--- config.mk ---
export PLATFORM = sky130hd
export DESIGN_NAME = source_text_tokenizer_core
export DESIGN_NICKNAME = d
export VERILOG_FILES = /design/src/hw/rtl/stt_pkg.sv /design/src/hw/rtl/source_text_tokenizer_core.sv /design/src/hw/rtl/stt_scan.sv /design/src/hw/rtl/stt_queue.sv
export SDC_FILE = /design/constraint.sdc
export NUM_CORES = 1
export LEC_CHECK = 0
export ABC_CLOCK_PERIOD_IN_PS = 5200
export BUFFER_PORTS_ARGS = -buffer_cell sky130_fd_sc_hd__buf_4
export CAP_MARGIN = 20
export CORE_MARGIN = 1.5
export CORE_UTILIZATION = 40
export DETAILED_ROUTE_END_ITERATION = 16
export GPL_TIMING_DRIVEN = 1
export PLACE_DENSITY_LB_ADDON = 0.2
export REMOVE_ABC_BUFFERS = 1
export SYNTH_ARGS = -nofsm -noshare
export SYNTH_HDL_FRONTEND = slang
export SYNTH_SLANG_ARGS = --single-unit
--- constraint.sdc ---
create_clock -name clk -period 5.2 [get_ports clk]
set_input_delay 0 -clock clk [delete_from_list [all_inputs] [get_ports clk]]
set_output_delay 0 -clock clk [all_outputs]
set_load 0.05 [all_outputs]
--- src/hw/rtl/stt_pkg.sv ---
package stt_pkg;

    // Width of the running byte offset and the open token's start.
    localparam int OFFSET_BITS = 16;

    localparam int KIND_W  = 5;
    localparam int FIELD_W = 16;
    localparam int COUNT_W = FIELD_W + 1;

    // Output queue depth and pointer width.
    localparam int QDEPTH = 4;
    localparam int QPTR_W = $clog2(QDEPTH);
    localparam int QCNT_W = $clog2(QDEPTH + 1);

    localparam logic [FIELD_W-1:0] LEN_MAX = {FIELD_W{1'b1}};

    // Token kinds
    localparam logic [KIND_W-1:0] KIND_SEMI      = 5'd0;
    localparam logic [KIND_W-1:0] KIND_COLON     = 5'd1;
    localparam logic [KIND_W-1:0] KIND_COMMA     = 5'd2;
    localparam logic [KIND_W-1:0] KIND_LPAREN    = 5'd3;
    localparam logic [KIND_W-1:0] KIND_RPAREN    = 5'd4;
    localparam logic [KIND_W-1:0] KIND_LBRACE    = 5'd5;
    localparam logic [KIND_W-1:0] KIND_RBRACE    = 5'd6;
    localparam logic [KIND_W-1:0] KIND_LBRACKET  = 5'd7;
    localparam logic [KIND_W-1:0] KIND_RBRACKET  = 5'd8;
    localparam logic [KIND_W-1:0] KIND_ASSIGN    = 5'd9;
    localparam logic [KIND_W-1:0] KIND_EQUAL     = 5'd10;
    localparam logic [KIND_W-1:0] KIND_BANG      = 5'd11;
    localparam logic [KIND_W-1:0] KIND_NOT_EQUAL = 5'd12;
    localparam logic [KIND_W-1:0] KIND_PLUS      = 5'd13;
    localparam logic [KIND_W-1:0] KIND_MINUS     = 5'd14;
    localparam logic [KIND_W-1:0] KIND_STAR      = 5'd15;
    localparam logic [KIND_W-1:0] KIND_SLASH     = 5'd16;
    localparam logic [KIND_W-1:0] KIND_LESS      = 5'd17;
    localparam logic [KIND_W-1:0] KIND_GREATER   = 5'd18;
    localparam logic [KIND_W-1:0] KIND_STRING    = 5'd19;
    localparam logic [KIND_W-1:0] KIND_IDENT     = 5'd20;
    localparam logic [KIND_W-1:0] KIND_INTEGER   = 5'd21;
    localparam logic [KIND_W-1:0] KIND_ILLEGAL   = 5'd22;
    localparam logic [KIND_W-1:0] KIND_EOF       = 5'd23;

    // Characters with special meaning
    localparam logic [7:0] CH_NUL   = 8'h00;
    localparam logic [7:0] CH_EQ    = 8'h3d;
    localparam logic [7:0] CH_BANG  = 8'h21;
    localparam logic [7:0] CH_UNDER = 8'h5f;
    localparam logic [7:0] CH_SQ    = 8'h27;
    localparam logic [7:0] CH_DQ    = 8'h22;
    localparam logic [7:0] CH_SEMI  = 8'h3b;

    typedef enum logic [2:0] {
        MODE_IDLE,
        MODE_EQ,
        MODE_BANG,
        MODE_IDENT,
        MODE_NUM,
        MODE_STR_SQ,
        MODE_STR_DQ
    } mode_t;

    typedef struct packed {
        logic [KIND_W-1:0]  kind;
        logic [FIELD_W-1:0] start;
        logic [FIELD_W-1:0] length;
        logic               last;
    } token_t;

    // Up to two tokens written into the queue in one cycle, first in slot a.
    typedef struct packed {
        logic [1:0] count;
        token_t     a;
        token_t     b;
    } push_t;

endpackage

--- src/hw/rtl/source_text_tokenizer_core.sv ---
// Channel  | Handshake              | Payload
// ---------+------------------------+---------------------------------------------
// input    | in_valid / in_ready    | in_byte
// output   | out_valid / out_ready  | token_kind, token_start, token_length,
//          |                        | last_of_run
//
// One byte request is taken per cycle while the queue has room for two tokens.
// In the input register the scanner updates the mode, start and length registers and
// writes zero, one or two tokens into a four-entry output queue; the first
// token can leave on the following cycle. Sustained rate is one byte per cycle
// while bytes yield at most one token each and the output does not stall; a
// byte that yields two tokens adds a second token to drain, and the queue depth
// sets how many such bytes are absorbed before in_ready drops.
// Reset clears the mode to idle, the byte offset to zero and empties the queue.
// A stalled output holds the queue; the input register holds its byte until
// the queue has room for two tokens.
module source_text_tokenizer_core (
    input  logic                          clk,
    input  logic                          rst_n,
    input  logic                          in_valid,
    output logic                          in_ready,
    input  logic [7:0]                    in_byte,
    output logic                          out_valid,
    input  logic                          out_ready,
    output logic [stt_pkg::KIND_W-1:0]    token_kind,
    output logic [stt_pkg::FIELD_W-1:0]   token_start,
    output logic [stt_pkg::FIELD_W-1:0]   token_length,
    output logic                          last_of_run
);

    logic                        byte_vld_reg;
    logic [7:0]                  byte_reg;
    logic                        fire;
    logic                        room_two;
    logic [stt_pkg::QCNT_W-1:0]  fill;
    stt_pkg::push_t              push;
    stt_pkg::token_t             head;

    // Advance the held byte once the queue can take both possible tokens.
    assign fire     = byte_vld_reg && room_two;
    assign in_ready = !byte_vld_reg || fire;

    always_ff @(posedge clk or negedge rst_n)
    begin
        if (!rst_n)
            byte_vld_reg <= 1'b0;
        else if (in_ready)
            byte_vld_reg <= in_valid;
    end

    // Payload register: load on every accepted request.
    always_ff @(posedge clk)
    begin
        if (in_valid && in_ready)
            byte_reg <= in_byte;
    end

    stt_scan u_scan (
        .clk     (clk),
        .rst_n   (rst_n),
        .fire    (fire),
        .in_byte (byte_reg),
        .push    (push)
    );

    stt_queue u_queue (
        .clk       (clk),
        .rst_n     (rst_n),
        .push      (push),
        .pop       (out_ready),
        .room_two  (room_two),
        .not_empty (out_valid),
        .fill      (fill),
        .head      (head)
    );

    assign token_kind   = head.kind;
    assign token_start  = head.start;
    assign token_length = head.length;
    assign last_of_run  = head.last;

`ifndef NO_ASSERTIONS
    // A scan step never writes more tokens than the queue has free.
    assert property (@(posedge clk) disable iff (!rst_n)
        fill + stt_pkg::QCNT_W'(push.count) <= stt_pkg::QCNT_W'(stt_pkg::QDEPTH))
        else $error("token queue overflow");

    // Tokens are written only while a byte advances.
    assert property (@(posedge clk) disable iff (!rst_n)
        (push.count != 2'd0) |-> fire)
        else $error("token written without an advancing byte");

    // Of two tokens from one byte, only the second closes the run.
    assert property (@(posedge clk) disable iff (!rst_n)
        (push.count == 2'd2) |-> (!push.a.last && push.b.last))
        else $error("last_of_run misplaced on a two-token byte");

    // The queue fill tracks writes and reads.
    assert property (@(posedge clk) disable iff (!rst_n)
        1'b1 |=> fill == $past(fill) + stt_pkg::QCNT_W'($past(push.count))
                 - stt_pkg::QCNT_W'($past(out_ready && out_valid)))
        else $error("token queue fill mismatch");
`endif

endmodule

--- src/hw/rtl/stt_scan.sv ---
module stt_scan (
    input  logic                 clk,
    input  logic                 rst_n,
    input  logic                 fire,
    input  logic [7:0]           in_byte,
    output stt_pkg::push_t       push
);

    stt_pkg::mode_t                    mode_reg, mode_next;
    logic [stt_pkg::OFFSET_BITS-1:0]   begin_reg, begin_next;
    logic [stt_pkg::OFFSET_BITS-1:0]   offset_reg, offset_next;
    logic [stt_pkg::COUNT_W-1:0]       count_reg, count_next;

    stt_pkg::token_t                   close_tok, start_tok;
    logic                              close_vld, start_vld, run_start;
    logic [7:0]                        b;
    logic                              is_space, is_numeral, is_letter;
    logic                              single_vld;
    logic [stt_pkg::KIND_W-1:0]        single_kind;
    logic [31:0]                       begin_wide, offset_wide, offset_p1_wide;
    logic [stt_pkg::FIELD_W-1:0]       open_len;
    logic                              is_quote;

    assign b          = in_byte;
    assign is_space   = b inside {[8'd9:8'd13], 8'd32};
    assign is_numeral = b inside {[8'h30:8'h39]};
    assign is_letter  = b inside {[8'h61:8'h7a], [8'h41:8'h5a], stt_pkg::CH_UNDER};

    assign begin_wide     = 32'(begin_reg);
    assign offset_wide    = 32'(offset_reg);
    assign offset_p1_wide = 32'(offset_reg + 1'b1);
    assign open_len       = count_reg[stt_pkg::FIELD_W] ? stt_pkg::LEN_MAX
                                                        : count_reg[stt_pkg::FIELD_W-1:0];
    assign is_quote       = (mode_reg == stt_pkg::MODE_STR_SQ) ? (b == stt_pkg::CH_SQ)
                                                               : (b == stt_pkg::CH_DQ);

    always_comb
    begin
        single_vld  = 1'b1;
        single_kind = stt_pkg::KIND_ILLEGAL;
        case (b)
            stt_pkg::CH_SEMI: single_kind = stt_pkg::KIND_SEMI;
            8'h3a:            single_kind = stt_pkg::KIND_COLON;
            8'h2c:            single_kind = stt_pkg::KIND_COMMA;
            8'h28:            single_kind = stt_pkg::KIND_LPAREN;
            8'h29:            single_kind = stt_pkg::KIND_RPAREN;
            8'h7b:            single_kind = stt_pkg::KIND_LBRACE;
            8'h7d:            single_kind = stt_pkg::KIND_RBRACE;
            8'h5b:            single_kind = stt_pkg::KIND_LBRACKET;
            8'h5d:            single_kind = stt_pkg::KIND_RBRACKET;
            8'h2b:            single_kind = stt_pkg::KIND_PLUS;
            8'h2d:            single_kind = stt_pkg::KIND_MINUS;
            8'h2a:            single_kind = stt_pkg::KIND_STAR;
            8'h2f:            single_kind = stt_pkg::KIND_SLASH;
            8'h3c:            single_kind = stt_pkg::KIND_LESS;
            8'h3e:            single_kind = stt_pkg::KIND_GREATER;
            default:          single_vld  = 1'b0;
        endcase
    end

    always_comb
    begin
        mode_next   = mode_reg;
        begin_next  = begin_reg;
        count_next  = count_reg;
        offset_next = offset_reg + 1'b1;
        close_vld   = 1'b0;
        run_start   = 1'b0;
        close_tok   = '0;
        start_vld   = 1'b0;
        start_tok   = '0;

        // Close or extend the open token.
        case (mode_reg)
            stt_pkg::MODE_EQ, stt_pkg::MODE_BANG:
            begin
                close_vld       = 1'b1;
                close_tok.start = begin_wide[stt_pkg::FIELD_W-1:0];
                if (b == stt_pkg::CH_EQ) begin
                    close_tok.kind   = (mode_reg == stt_pkg::MODE_EQ) ? stt_pkg::KIND_EQUAL
                                                                      : stt_pkg::KIND_NOT_EQUAL;
                    close_tok.length = stt_pkg::FIELD_W'(2);
                    mode_next        = stt_pkg::MODE_IDLE;
                end else begin
                    close_tok.kind   = (mode_reg == stt_pkg::MODE_EQ) ? stt_pkg::KIND_ASSIGN
                                                                      : stt_pkg::KIND_BANG;
                    close_tok.length = stt_pkg::FIELD_W'(1);
                    run_start        = 1'b1;
                end
            end
            stt_pkg::MODE_IDENT, stt_pkg::MODE_NUM:
            begin
                if (is_numeral || (is_letter && mode_reg == stt_pkg::MODE_IDENT)) begin
                    if (!count_reg[stt_pkg::FIELD_W])
                        count_next = count_reg + 1'b1;
                end else begin
                    close_vld        = 1'b1;
                    close_tok.kind   = (mode_reg == stt_pkg::MODE_IDENT) ? stt_pkg::KIND_IDENT
                                                                         : stt_pkg::KIND_INTEGER;
                    close_tok.start  = begin_wide[stt_pkg::FIELD_W-1:0];
                    close_tok.length = open_len;
                    run_start        = 1'b1;
                end
            end
            stt_pkg::MODE_STR_SQ, stt_pkg::MODE_STR_DQ:
            begin
                if (is_quote || b == stt_pkg::CH_NUL) begin
                    close_vld        = 1'b1;
                    close_tok.kind   = stt_pkg::KIND_STRING;
                    close_tok.start  = begin_wide[stt_pkg::FIELD_W-1:0];
                    close_tok.length = open_len;
                    if (is_quote)
                        mode_next = stt_pkg::MODE_IDLE;
                    else
                        run_start = 1'b1;
                end else if (!count_reg[stt_pkg::FIELD_W]) begin
                    count_next = count_reg + 1'b1;
                end
            end
            default:
                run_start = 1'b1;
        endcase

        // Handle the byte as the first byte of a new token.
        if (run_start) begin
            mode_next       = stt_pkg::MODE_IDLE;
            start_tok.start = offset_wide[stt_pkg::FIELD_W-1:0];
            if (b == stt_pkg::CH_NUL) begin
                start_vld        = 1'b1;
                start_tok.kind   = stt_pkg::KIND_EOF;
                start_tok.length = '0;
                offset_next      = '0;
                begin_next       = '0;
                count_next       = '0;
            end else if (is_space) begin
                start_vld = 1'b0;
            end else if (single_vld) begin
                start_vld        = 1'b1;
                start_tok.kind   = single_kind;
                start_tok.length = stt_pkg::FIELD_W'(1);
            end else if (b == stt_pkg::CH_EQ || b == stt_pkg::CH_BANG || is_letter
                         || is_numeral) begin
                begin_next = offset_reg;
                count_next = stt_pkg::COUNT_W'(1);
                if (b == stt_pkg::CH_EQ)
                    mode_next = stt_pkg::MODE_EQ;
                else if (b == stt_pkg::CH_BANG)
                    mode_next = stt_pkg::MODE_BANG;
                else if (is_letter)
                    mode_next = stt_pkg::MODE_IDENT;
                else
                    mode_next = stt_pkg::MODE_NUM;
            end else if (b == stt_pkg::CH_SQ || b == stt_pkg::CH_DQ) begin
                begin_next = offset_p1_wide[stt_pkg::OFFSET_BITS-1:0];
                count_next = '0;
                mode_next  = (b == stt_pkg::CH_SQ) ? stt_pkg::MODE_STR_SQ
                                                   : stt_pkg::MODE_STR_DQ;
            end else begin
                start_vld        = 1'b1;
                start_tok.kind   = stt_pkg::KIND_ILLEGAL;
                start_tok.length = stt_pkg::FIELD_W'(1);
            end
        end
    end

    // Pack results so slot a always holds the first one.
    always_comb
    begin
        push = '0;
        if (close_vld) begin
            push.a      = close_tok;
            push.a.last = !start_vld;
            push.b      = start_tok;
            push.b.last = 1'b1;
        end else begin
            push.a      = start_tok;
            push.a.last = 1'b1;
        end
        if (fire)
            push.count = {1'b0, close_vld} + {1'b0, start_vld};
    end

    always_ff @(posedge clk or negedge rst_n)
    begin
        if (!rst_n) begin
            mode_reg   <= stt_pkg::MODE_IDLE;
            begin_reg  <= '0;
            offset_reg <= '0;
            count_reg  <= '0;
        end else if (fire) begin
            mode_reg   <= mode_next;
            begin_reg  <= begin_next;
            offset_reg <= offset_next;
            count_reg  <= count_next;
        end
    end

endmodule

--- src/hw/rtl/stt_queue.sv ---
module stt_queue (
    input  logic                         clk,
    input  logic                         rst_n,
    input  stt_pkg::push_t               push,
    input  logic                         pop,
    output logic                         room_two,
    output logic                         not_empty,
    output logic [stt_pkg::QCNT_W-1:0]   fill,
    output stt_pkg::token_t              head
);

    stt_pkg::token_t                 entry_reg [stt_pkg::QDEPTH];
    logic [stt_pkg::QPTR_W-1:0]      wr_reg, wr_next, rd_reg, rd_next, wr_p1;
    logic [stt_pkg::QCNT_W-1:0]      cnt_reg, cnt_next;
    logic                            do_pop;

    assign do_pop    = pop && (cnt_reg != '0);
    assign wr_p1     = wr_reg + 1'b1;
    assign not_empty = (cnt_reg != '0);
    assign head      = entry_reg[rd_reg];
    assign fill      = cnt_reg;
    assign room_two  = (cnt_reg <= stt_pkg::QCNT_W'(stt_pkg::QDEPTH - 2));

    always_comb
    begin
        wr_next  = wr_reg + stt_pkg::QPTR_W'(push.count);
        rd_next  = rd_reg + stt_pkg::QPTR_W'(do_pop);
        cnt_next = cnt_reg + stt_pkg::QCNT_W'(push.count) - stt_pkg::QCNT_W'(do_pop);
    end

    always_ff @(posedge clk)
    begin
        if (push.count != 2'd0)
            entry_reg[wr_reg] <= push.a;
        if (push.count == 2'd2)
            entry_reg[wr_p1] <= push.b;
    end

    always_ff @(posedge clk or negedge rst_n)
    begin
        if (!rst_n) begin
            wr_reg  <= '0;
            rd_reg  <= '0;
            cnt_reg <= '0;
        end else begin
            wr_reg  <= wr_next;
            rd_reg  <= rd_next;
            cnt_reg <= cnt_next;
        end
    end

endmodule

# Yosys cells after proc, flatten, opt, wreduce, memory -nomap -nowiden

Memory sizes are Yosys's and may differ from the RTL's.
Cells that the tools add are included.

Register bits after elaboration: 68
Memory bits (writable): 152
Output and inout port bits: 40
Memories kept: 1

$add $sub $neg: 9
Magnitude comparators: 9
Equality and inequality tests: 33
Mux-type cells: 74
Reductions and logical operators: 30

Memories:

| name              | words | width | read ports | clocked after Yosys merged registers in | wr ports | line            | RTL |
|---|---|---|---|---|---|---|---|
| u_queue.entry_reg | 4     | 38    | 1          | 0                                       | 2        | stt_queue.sv:12 | `stt_pkg::token_t entry_reg [stt_pkg::QDEPTH];` |

Operators by type and width:

| operator                                                                            | count |
|---|---|
| 16-bit two-way mux                                                                  | 12 |
| 17-bit two-way mux                                                                  | 9 |
| 8-bit by 6-bit == test with 1-bit output, second input constant                     | 16 |
| 37-bit two-way mux                                                                  | 3 |
| 37-bit one-hot mux with 3 select lines                                              | 1 |
| 38-bit two-way mux                                                                  | 2 |
| 5-bit one-hot mux with 15 select lines                                              | 1 |
| 8-bit by 7-bit == test with 1-bit output, second input constant                     | 5 |
| 3-bit two-way mux                                                                   | 13 |
| 17-bit one-hot mux with 2 select lines                                              | 1 |
| 16-bit by 1-bit adder with 16-bit output, second input constant                     | 2 |
| 5-bit two-way mux                                                                   | 6 |
| 1-bit two-way mux                                                                   | 19 |
| 17-bit by 1-bit adder with 17-bit output, second input constant                     | 1 |
| 8-bit by 7-bit greater-or-equal comparator with 1-bit output, second input constant | 2 |
| 8-bit by 7-bit <= comparator with 1-bit output, second input constant               | 2 |
| 15-bit OR reduction                                                                 | 1 |
| 3-bit nonzero test                                                                  | 4 |
| 5-bit AND reduction                                                                 | 2 |
| 3-bit == test, second input constant                                                | 3 |
| 3-bit by 1-bit != test with 1-bit output, second input constant                     | 3 |
| 8-bit by 4-bit greater-or-equal comparator with 1-bit output, second input constant | 1 |
| 8-bit by 6-bit greater-or-equal comparator with 1-bit output, second input constant | 1 |
| 8-bit by 4-bit <= comparator with 1-bit output, second input constant               | 1 |
| other kinds (21)                                                                    | 44 |

# Depth between registers and ports, before layout

Gate-level depths: netlist (run 1).

Depth in word-level cells: 15
Mapped depth: 18

# Hierarchy

Synthesis (run 1) repeated with hierarchy kept, for this count alone.

Cell total of the unflattened synthesis: 991
Area total of the unflattened synthesis: 12,789.8 um^2

Modules (own cells, without submodules):

| module                     | instances | cells an instance | area an instance (um^2) | seq. area each (um^2) |
|---|---|---|---|---|
| stt_queue                  | 1         | 408               | 7,912.6                 | 4,739.5 |
| stt_scan                   | 1         | 570               | 4,576.9                 | 1,301.2 |
| source_text_tokenizer_core | 1         | 13                | 300.3                   | 265.3 |

# Worst setup path before layout (run 1)

OpenSTA, ideal clock, no wires.

Path type: register to register
Start: register byte_reg[1]
End: memory u_queue.entry_reg[1][0] (netlist bit), enable pin
Library setup time: 355 ps
Arrival: 3,720 ps
Required time: 4,845 ps
Path slack: 1,125 ps
Stages on the path, launching flop included: 14
Path buffers: 2
Period minus slack after synthesis: 4,075 ps
Cell sequence: edfxtp_1 or4_4 o211ai_2 o21ai_2 buf_6 a21oi_2 nand2_1 inv_1 ha_1 o211ai_1 nor2_1 nor2_1 clkbuf_1 inv_1

RTL lines:

| item                     | line                             | RTL |
|---|---|---|
| start: declaration       | source_text_tokenizer_core.sv:32 | `logic [7:0] byte_reg;` |
| start signal: assignment | source_text_tokenizer_core.sv:55 | `byte_reg <= in_byte;` |
| end: declaration         | stt_queue.sv:12                  |  |

==> results of run 1 <==
## routing by layer
| metal | track usage [%] | part of all wire [%] |
|---|---|---|
| met1 | 31.49 | 46 |
| met2 | 34.33 | 45 |
| met3 | 3.479 | 6.5 |
| met4 | 6.692 | 2.3 |
| met5 | 0 | 0 |
## area by class of cell
cell class	count	area, sq um	area share [%]
clock inverter	19	267.8	2.020
clock buffer	29	661.9	4.993
sequential	220	5708	43.06
timing repair buffer	96	748.2	5.645
multi-input combinational	747	5321	40.15
inverter	20	75.07	0.5664
tap	378	473.0	3.568
## synth_stat cells (4+ instances only)
master	count	area (sq um)
nand3b_1	5	37.54
nor3_1	21	105.1
and3b_1	4	35.03
a21oi_2	5	43.79
nand2b_1	11	68.82
o32ai_1	5	43.79
clkbuf_1	46	172.7
a21boi_0	4	30.03
o211ai_1	8	60.06
nor4b_1	4	35.03
and3_1	11	68.82
mux2_2	4	45.04
dfxtp_1	60	1201
o22ai_1	15	93.84
mux4_2	38	855.8
o21ai_0	114	570.6
o41ai_1	5	43.79
and4b_1	4	40.04
nand4_1	13	81.33
xor2_1	9	78.83
edfxtp_1	100	3003
xnor2_1	12	105.1
nor4_1	5	31.28
mux2i_1	6	60.06
ha_1	11	137.6
a22o_1	64	560.5
a21oi_1	24	120.1
nand2_1	112	420.4
or2_2	5	31.28
nor4bb_1	4	40.04
nand3_1	29	145.1
and2_1	11	68.82
or3_1	12	75.07
a31oi_1	16	100.1
nor2_1	56	210.2
o31ai_1	26	195.2
buf_1	11	41.29
nor2b_1	5	31.28
inv_1	20	75.07
dfrtp_1	60	1501
buf_2	25	125.1
and4_1	4	35.03
## critical path, stage by stage (launching register included)
cell and delay, ns:
edfxtp_1 0.68, or4_4 0.65, o21ai_1 0.21, o211ai_2 0.13, nor2_2 0.36, nand2_1 0.23, inv_1 0.13, ha_1 0.25
o211ai_1 0.25, nor2_1 0.35, nand3_1 0.16, a21oi_2 0.87, a22o_1 0.28
## power by group
group	leakage (nW)	switching [mW]	internal, mW
sequential	2.23	0.288	2.14
clock	0.441	0.755	1.22
combinational	2.11	1.98	0.935
total	4.78	3.02	4.30
## kinds of logic after synthesis
group           after synthesis  share of synthesized area (%)
compound gates              325                          19.32
xor+xnor                     21                          1.602
simple gates                341                          15.68
flops                       220                          49.70
fa+ha+maj                    12                          1.373
buf+inv                     107                          3.945
mux                          48                          8.371
## worst paths after layout
path / startpoint / endpoint / cells past startpoint
worst min register to register: u_queue.entry_reg[2][4]$_SDFFE_PP0P_ / u_queue.entry_reg[2][4]$_SDFFE_PP0P_ / 2
worst max register to register: byte_reg[1]$_DFFE_PP_ / u_queue.entry_reg[1][28]$_DFFE_PP_ / 12
max in group asynchronous: rst_n / u_queue.rd_reg[1]$_DFF_PN0_ / 2
worst max-delay path: byte_reg[1]$_DFFE_PP_ / u_queue.entry_reg[1][28]$_DFFE_PP_ / 12
min in group clk: in_byte[1] / byte_reg[1]$_DFFE_PP_ / 2
worst min-delay path: rst_n / u_scan.begin_reg[0]$_DFFE_PN0P_ / 2
==> results.md, run 1 <==
* Status: complete, no violations
* Post-CTS setup buffers at 0
* Vias post-DR at 8978
* Hold Vio Cnt, Final at 0
* Final Cycle Share at 90.41%
* Skew-Pair Late Insertion Delay at 0.55 ns
* Vias per Instance at 5.950
* Row count at 61
* Full die area at 0.02973 sq mm
* Highest clock rate at 212.7 MHz
* Primary FF master, synth: edfxtp_1
* Vias in the first global route at 8688
* P per Cell Area at 551.8 mW/mm^2
* Pins Over Slew Limit at 0
* H-tree levels at 1
* Slew headroom at 25.96%
* Filler cells at 2591
* Commonest non-fill, non-tap cell in the layout: o21ai_0
* Area growth from synthesis to layout at 15.47%
* First-pass GRT wire length at 50380 microns
* Crit path max fanout at 25
* Nature of the critical path startpoint: flop
* Post-synth EDFFs at 100
* Most frequent cells in the layout: 114 x o21ai_0, 112 x nand2_1, 100 x edfxtp_1, 85 x buf_4, 64 x a22o_1
* Hold Path Class: input port to asynchronous set/reset pin
* Gp weighted congestion at 0.9999
* Share of cells above drive strength 1 at 18.04%
* Worst slew pin tran at 1.111 ns
* # diodes at 0
* Design Area, Final at 0.01326 sq mm
* Peak supply drop at 314.4 uV
* Yosys reg bits at 220
* Inserted Clock Buffers at 26
* CTS Buffer Depth at 3
* Leak at 4.781 nW
* Clk root buf: clkbuf_16
* CTS resizes at 0
* Syn avg cell area at 10.69 sq um
* DP Wirelength at 20170 microns
* R2r setup slk at 0.50 ns
* Critical Path AT at 5.11 ns
* Pre-antenna DRT Iters at 6
* WL final at 31630 microns
* Synth warnings at 0
* WL per Instance at 20.96 microns
* CTS tree: built
* Final core utilization at 47.32%
* # IOs at 52
* Dpl cells at 1450
* Synth cell types at 87
* CTS Sinks at 220
* Unrepaired setup endpoints after global routing: no
* Number of remaining DRC errors at 0
* Placed cell areas at 0.01222 sq mm
* Max FFs per register at 152
* DR iter-0 viols at 930
* Nets@finish at 1135
* Largest net degree at the start of global routing at 61
* Initial core utilization at 40.98%
* CP Capture Type: flop
* Hold Worst Slack at 0.09829 ns
* Non-Filler Instances at 1509
* Initial antenna violation count at 0
* Sum Neg Setup Slack at 0 ns
* IO buf count at 51
* Skew final at 0.01542 ns
* CTS clk-pin slew, worst paths at 0.06 ns
* Grt ovf at 0
* Die H at 172.4 microns
* Die width at 172.4 microns
* Post-synthesis sequential area ratio at 49.70%
* Post-synthesis cell count at 1074
* Fin crit period at 4.701 ns
* Max-cap violations at 0
* Data required, critical path at 5.61 ns
* Post-synthesis async set-or-reset flop share at 27.27%
* Post-layout worst setup margin at 0.4988 ns
* GRT Total Usage at 22.03%
* Placement Setup Slack at 0.6126 ns
* Antenna Violating Nets Remaining at 0
* Setup violators final at 0
* CP Class: flop to flop
* Mapped cell area at 0.01148 sq mm
* Tot Pwr at 7.314 mW
* Hold Buf Count CTS at 11
* Total core area at 0.02801 sq mm
(Power assumes the default switching activity.)
==> run 2, diff against run 1 <==
CORE_UTILIZATION = 30   (was 40)
==> run 2 against run 1 <==
  * Sequential power about the same
  * Clock skew increased by 0.0087 ns
  * Clock power is 6% lower
  * Count of clock-buffer cells in the layout is 3 higher
  * Non-clock buffer count up 3
  * Register-to-register slack improved by 0.14 ns
  * Critical path depth stayed put
  * Maximum frequency up 3.0%
  * Die area increased by 33%
  * Power down 0.97%
  * Largest cell class unchanged
==> results.md, run 2 (synthesized netlist as in run 1, its figures left out) <==
* Status: complete, no violations
* Initial core utilization at 30.48% (-11 points)
* Row count at 71 (+16%)
* Crit path max fanout at 25 (unchanged)
* CTS tree: built
* Hold Vio Cnt, Final at 0 (unchanged)
* CP Class: flop to flop
* CTS Sinks at 220 (unchanged)
* Leak at 4.777 nW (about the same)
* First-pass GRT wire length at 52300 microns (+3.8%)
* Inserted Clock Buffers at 26 (unchanged)
* Sum Neg Setup Slack at 0 ns (unchanged)
* # IOs at 52 (unchanged)
* Skew-Pair Late Insertion Delay at 0.54 ns (about the same)
* Nature of the critical path startpoint: flop
* Total core area at 0.03767 sq mm (+34%)
* Metal-1 WL at 16710 microns (+15%)
* Largest net degree at the start of global routing at 61 (unchanged)
* Highest clock rate at 219.1 MHz (+3.0%)
* Post-CTS setup buffers at 0 (unchanged)
* Setup violators final at 0 (unchanged)
* DP Wirelength at 22140 microns (+9.8%)
* Grt ovf at 0 (unchanged)
* Slew headroom at 29.05% (+3.1 points)
* Vias per Instance at 5.391 (-9.4%)
* Critical Path AT at 4.97 ns (-0.14 ns)
* Vias in the first global route at 8513 (-2.0%)
* WL per Instance at 20.49 microns (-2.3%)
* Met2 routed WL at 14670 microns (+2.1%)
* Gp weighted congestion at 0.8846 (-12%)
* Data required, critical path at 5.61 ns (about the same)
* Antenna Violating Nets Remaining at 0 (unchanged)
* Die H at 198.6 microns (+15%)
* Nets@finish at 1138 (+0.26%)
* Max-cap violations at 0 (unchanged)
* Number of remaining DRC errors at 0 (unchanged)
* H-tree levels at 1 (unchanged)
* Crit Reg-Reg Startpoint: byte_reg[1]$_DFFE_PP_
* Max FFs per register at 152 (unchanged)
* Pins Over Slew Limit at 0 (unchanged)
* Unrepaired setup endpoints after global routing: no
* # diodes at 0 (unchanged)
* CTS clk-pin slew, worst paths at 0.06 ns (about the same)
* IO buf count at 51 (unchanged)
* Peak supply drop at 255.6 uV (-19%)
* Die width at 198.6 microns (+15%)
* Met3 Wirelength at 1802 microns (-12%)
* GRT Total Usage at 17.16% (-4.9 points)
* Skew final at 0.02410 ns (+0.008688 ns)
* RR Endpoint: u_queue.entry_reg[3][25]$_DFFE_PP_
* R2R cell count at 12 (unchanged)
* Pre-antenna DRT Iters at 5 (-1)
* Initial antenna violation count at 0 (unchanged)
* Commonest non-fill, non-tap cell in the layout: o21ai_0
* P per Cell Area at 541.2 mW/mm^2 (-1.9%)
* Fin crit period at 4.564 ns (-0.1368 ns)
* Hold Path Class: input port to asynchronous set/reset pin
* Area growth from synthesis to layout at 16.58%
* Placement Setup Slack at 0.7357 ns (+0.1232 ns)
* Clk root buf: clkbuf_16
* R2r setup slk at 0.64 ns (+0.14 ns)
* CP Capture Type: flop
* Share of cells above drive strength 1 at 18.18% (+0.14 points)
* Worst slew pin tran at 1.064 ns (-0.04636 ns)
* Post-layout worst setup margin at 0.6356 ns (+0.1368 ns)
* Final Cycle Share at 87.78% (-2.6 points)
* Top Metal Used: met4
* Vias post-DR at 8863 (-1.3%)
* CTS Buffer Depth at 3 (unchanged)
* Tot Pwr at 7.243 mW (-0.97%)
* WL final at 33690 microns (+6.5%)
* Most frequent cells in the layout: 114 x o21ai_0, 112 x nand2_1, 100 x edfxtp_1, 88 x buf_4, 64 x a22o_1
* DR iter-0 viols at 602 (-35%)
* Full die area at 0.03945 sq mm (+33%)
==> run 2: cell types whose count changed in the layout (fill, tap and decap cells not counted), sizes merged <==
cell and change:
bufinv -4, buf +3, clkbuf +3, clkinv +2, clkinvlp -2
==> run 2: worst max-delay path by stage <==
| stage | from | end | depth (start not counted) |
|---|---|---|---|
| after floorplan | byte_reg[1]$_DFFE_PP_ | u_queue.entry_reg[1][0]$_DFFE_PP_ | 11 |
| after global placement | byte_reg[1]$_DFFE_PP_ | u_queue.entry_reg[1][26]$_DFFE_PP_ | 12 |
| after detailed placement | byte_reg[1]$_DFFE_PP_ | u_queue.entry_reg[1][18]$_DFFE_PP_ | 11 |
| after CTS | byte_reg[1]$_DFFE_PP_ | u_queue.entry_reg[1][27]$_DFFE_PP_ | 11 |
| after global routing | byte_reg[1]$_DFFE_PP_ | u_queue.entry_reg[1][24]$_DFFE_PP_ | 12 |
| final | byte_reg[1]$_DFFE_PP_ | u_queue.entry_reg[3][25]$_DFFE_PP_ | 12 |
==> run 2: what timing repair did <==
item | in CTS | in global routing
gates resized for setup | 0 | 0
hold endpoints to repair | 70 | 0
setup endpoints to repair | 0 | 0
hold buffers | 11 | 0
==> run 2: worst max-delay path, stage by stage (launching register included) <==
cell and delay (ns):
edfxtp_1 0.71, nor4b_1 0.40, o21ai_0 0.13, a21boi_0 0.54, a21oi_2 0.07, nand2_1 0.21, inv_1 0.10, ha_1 0.41
o211ai_1 0.26, nor2_1 0.33, nand3_1 0.17, a21oi_2 0.83, a22o_1 0.28
==> run 2: power breakdown <==
group          internal (mW)  switching [mW]  leakage (nW)
registers               2.14           0.256          2.23
logic                  0.951            2.04          2.13
clock network           1.09           0.757         0.424
==> run 2: metrics by stage <==
| stage | instances | hold WS [ns] | area [sq um] | util (%) |
|---|---|---|---|---|
| global route | 1644 | 0.1674 | 13380 | 35.53 |
| floorplan | 987 | -0.2956 | 11100 | - |
| finish | 1644 | 0.06329 | 13380 | 35.53 |
| CTS | 1644 | 0.1327 | 13380 | 35.53 |
| global placement | 1586 | 0.1464 | 12400 | 32.93 |
| detailed placement | 1586 | 0.1563 | 12400 | 32.93 |
==> run 2: cell type report <==
type | instances | area (sq um)
clock buffer | 32 | 725.7
clock inverter | 15 | 142.6
fill | 3804 | 24280
inverter | 20 | 75.07
multi-input combinational | 747 | 5321
sequential | 220 | 5708
tap | 511 | 639.4
timing repair buffer | 99 | 770.7
==> run 2: routing by layer <==
metal	track usage, %	vias to the layer above
li1	-	4194
met4	3.199	0
met1	26.33	4385
met3	2.170	33
met2	25.81	251
met5	0	-
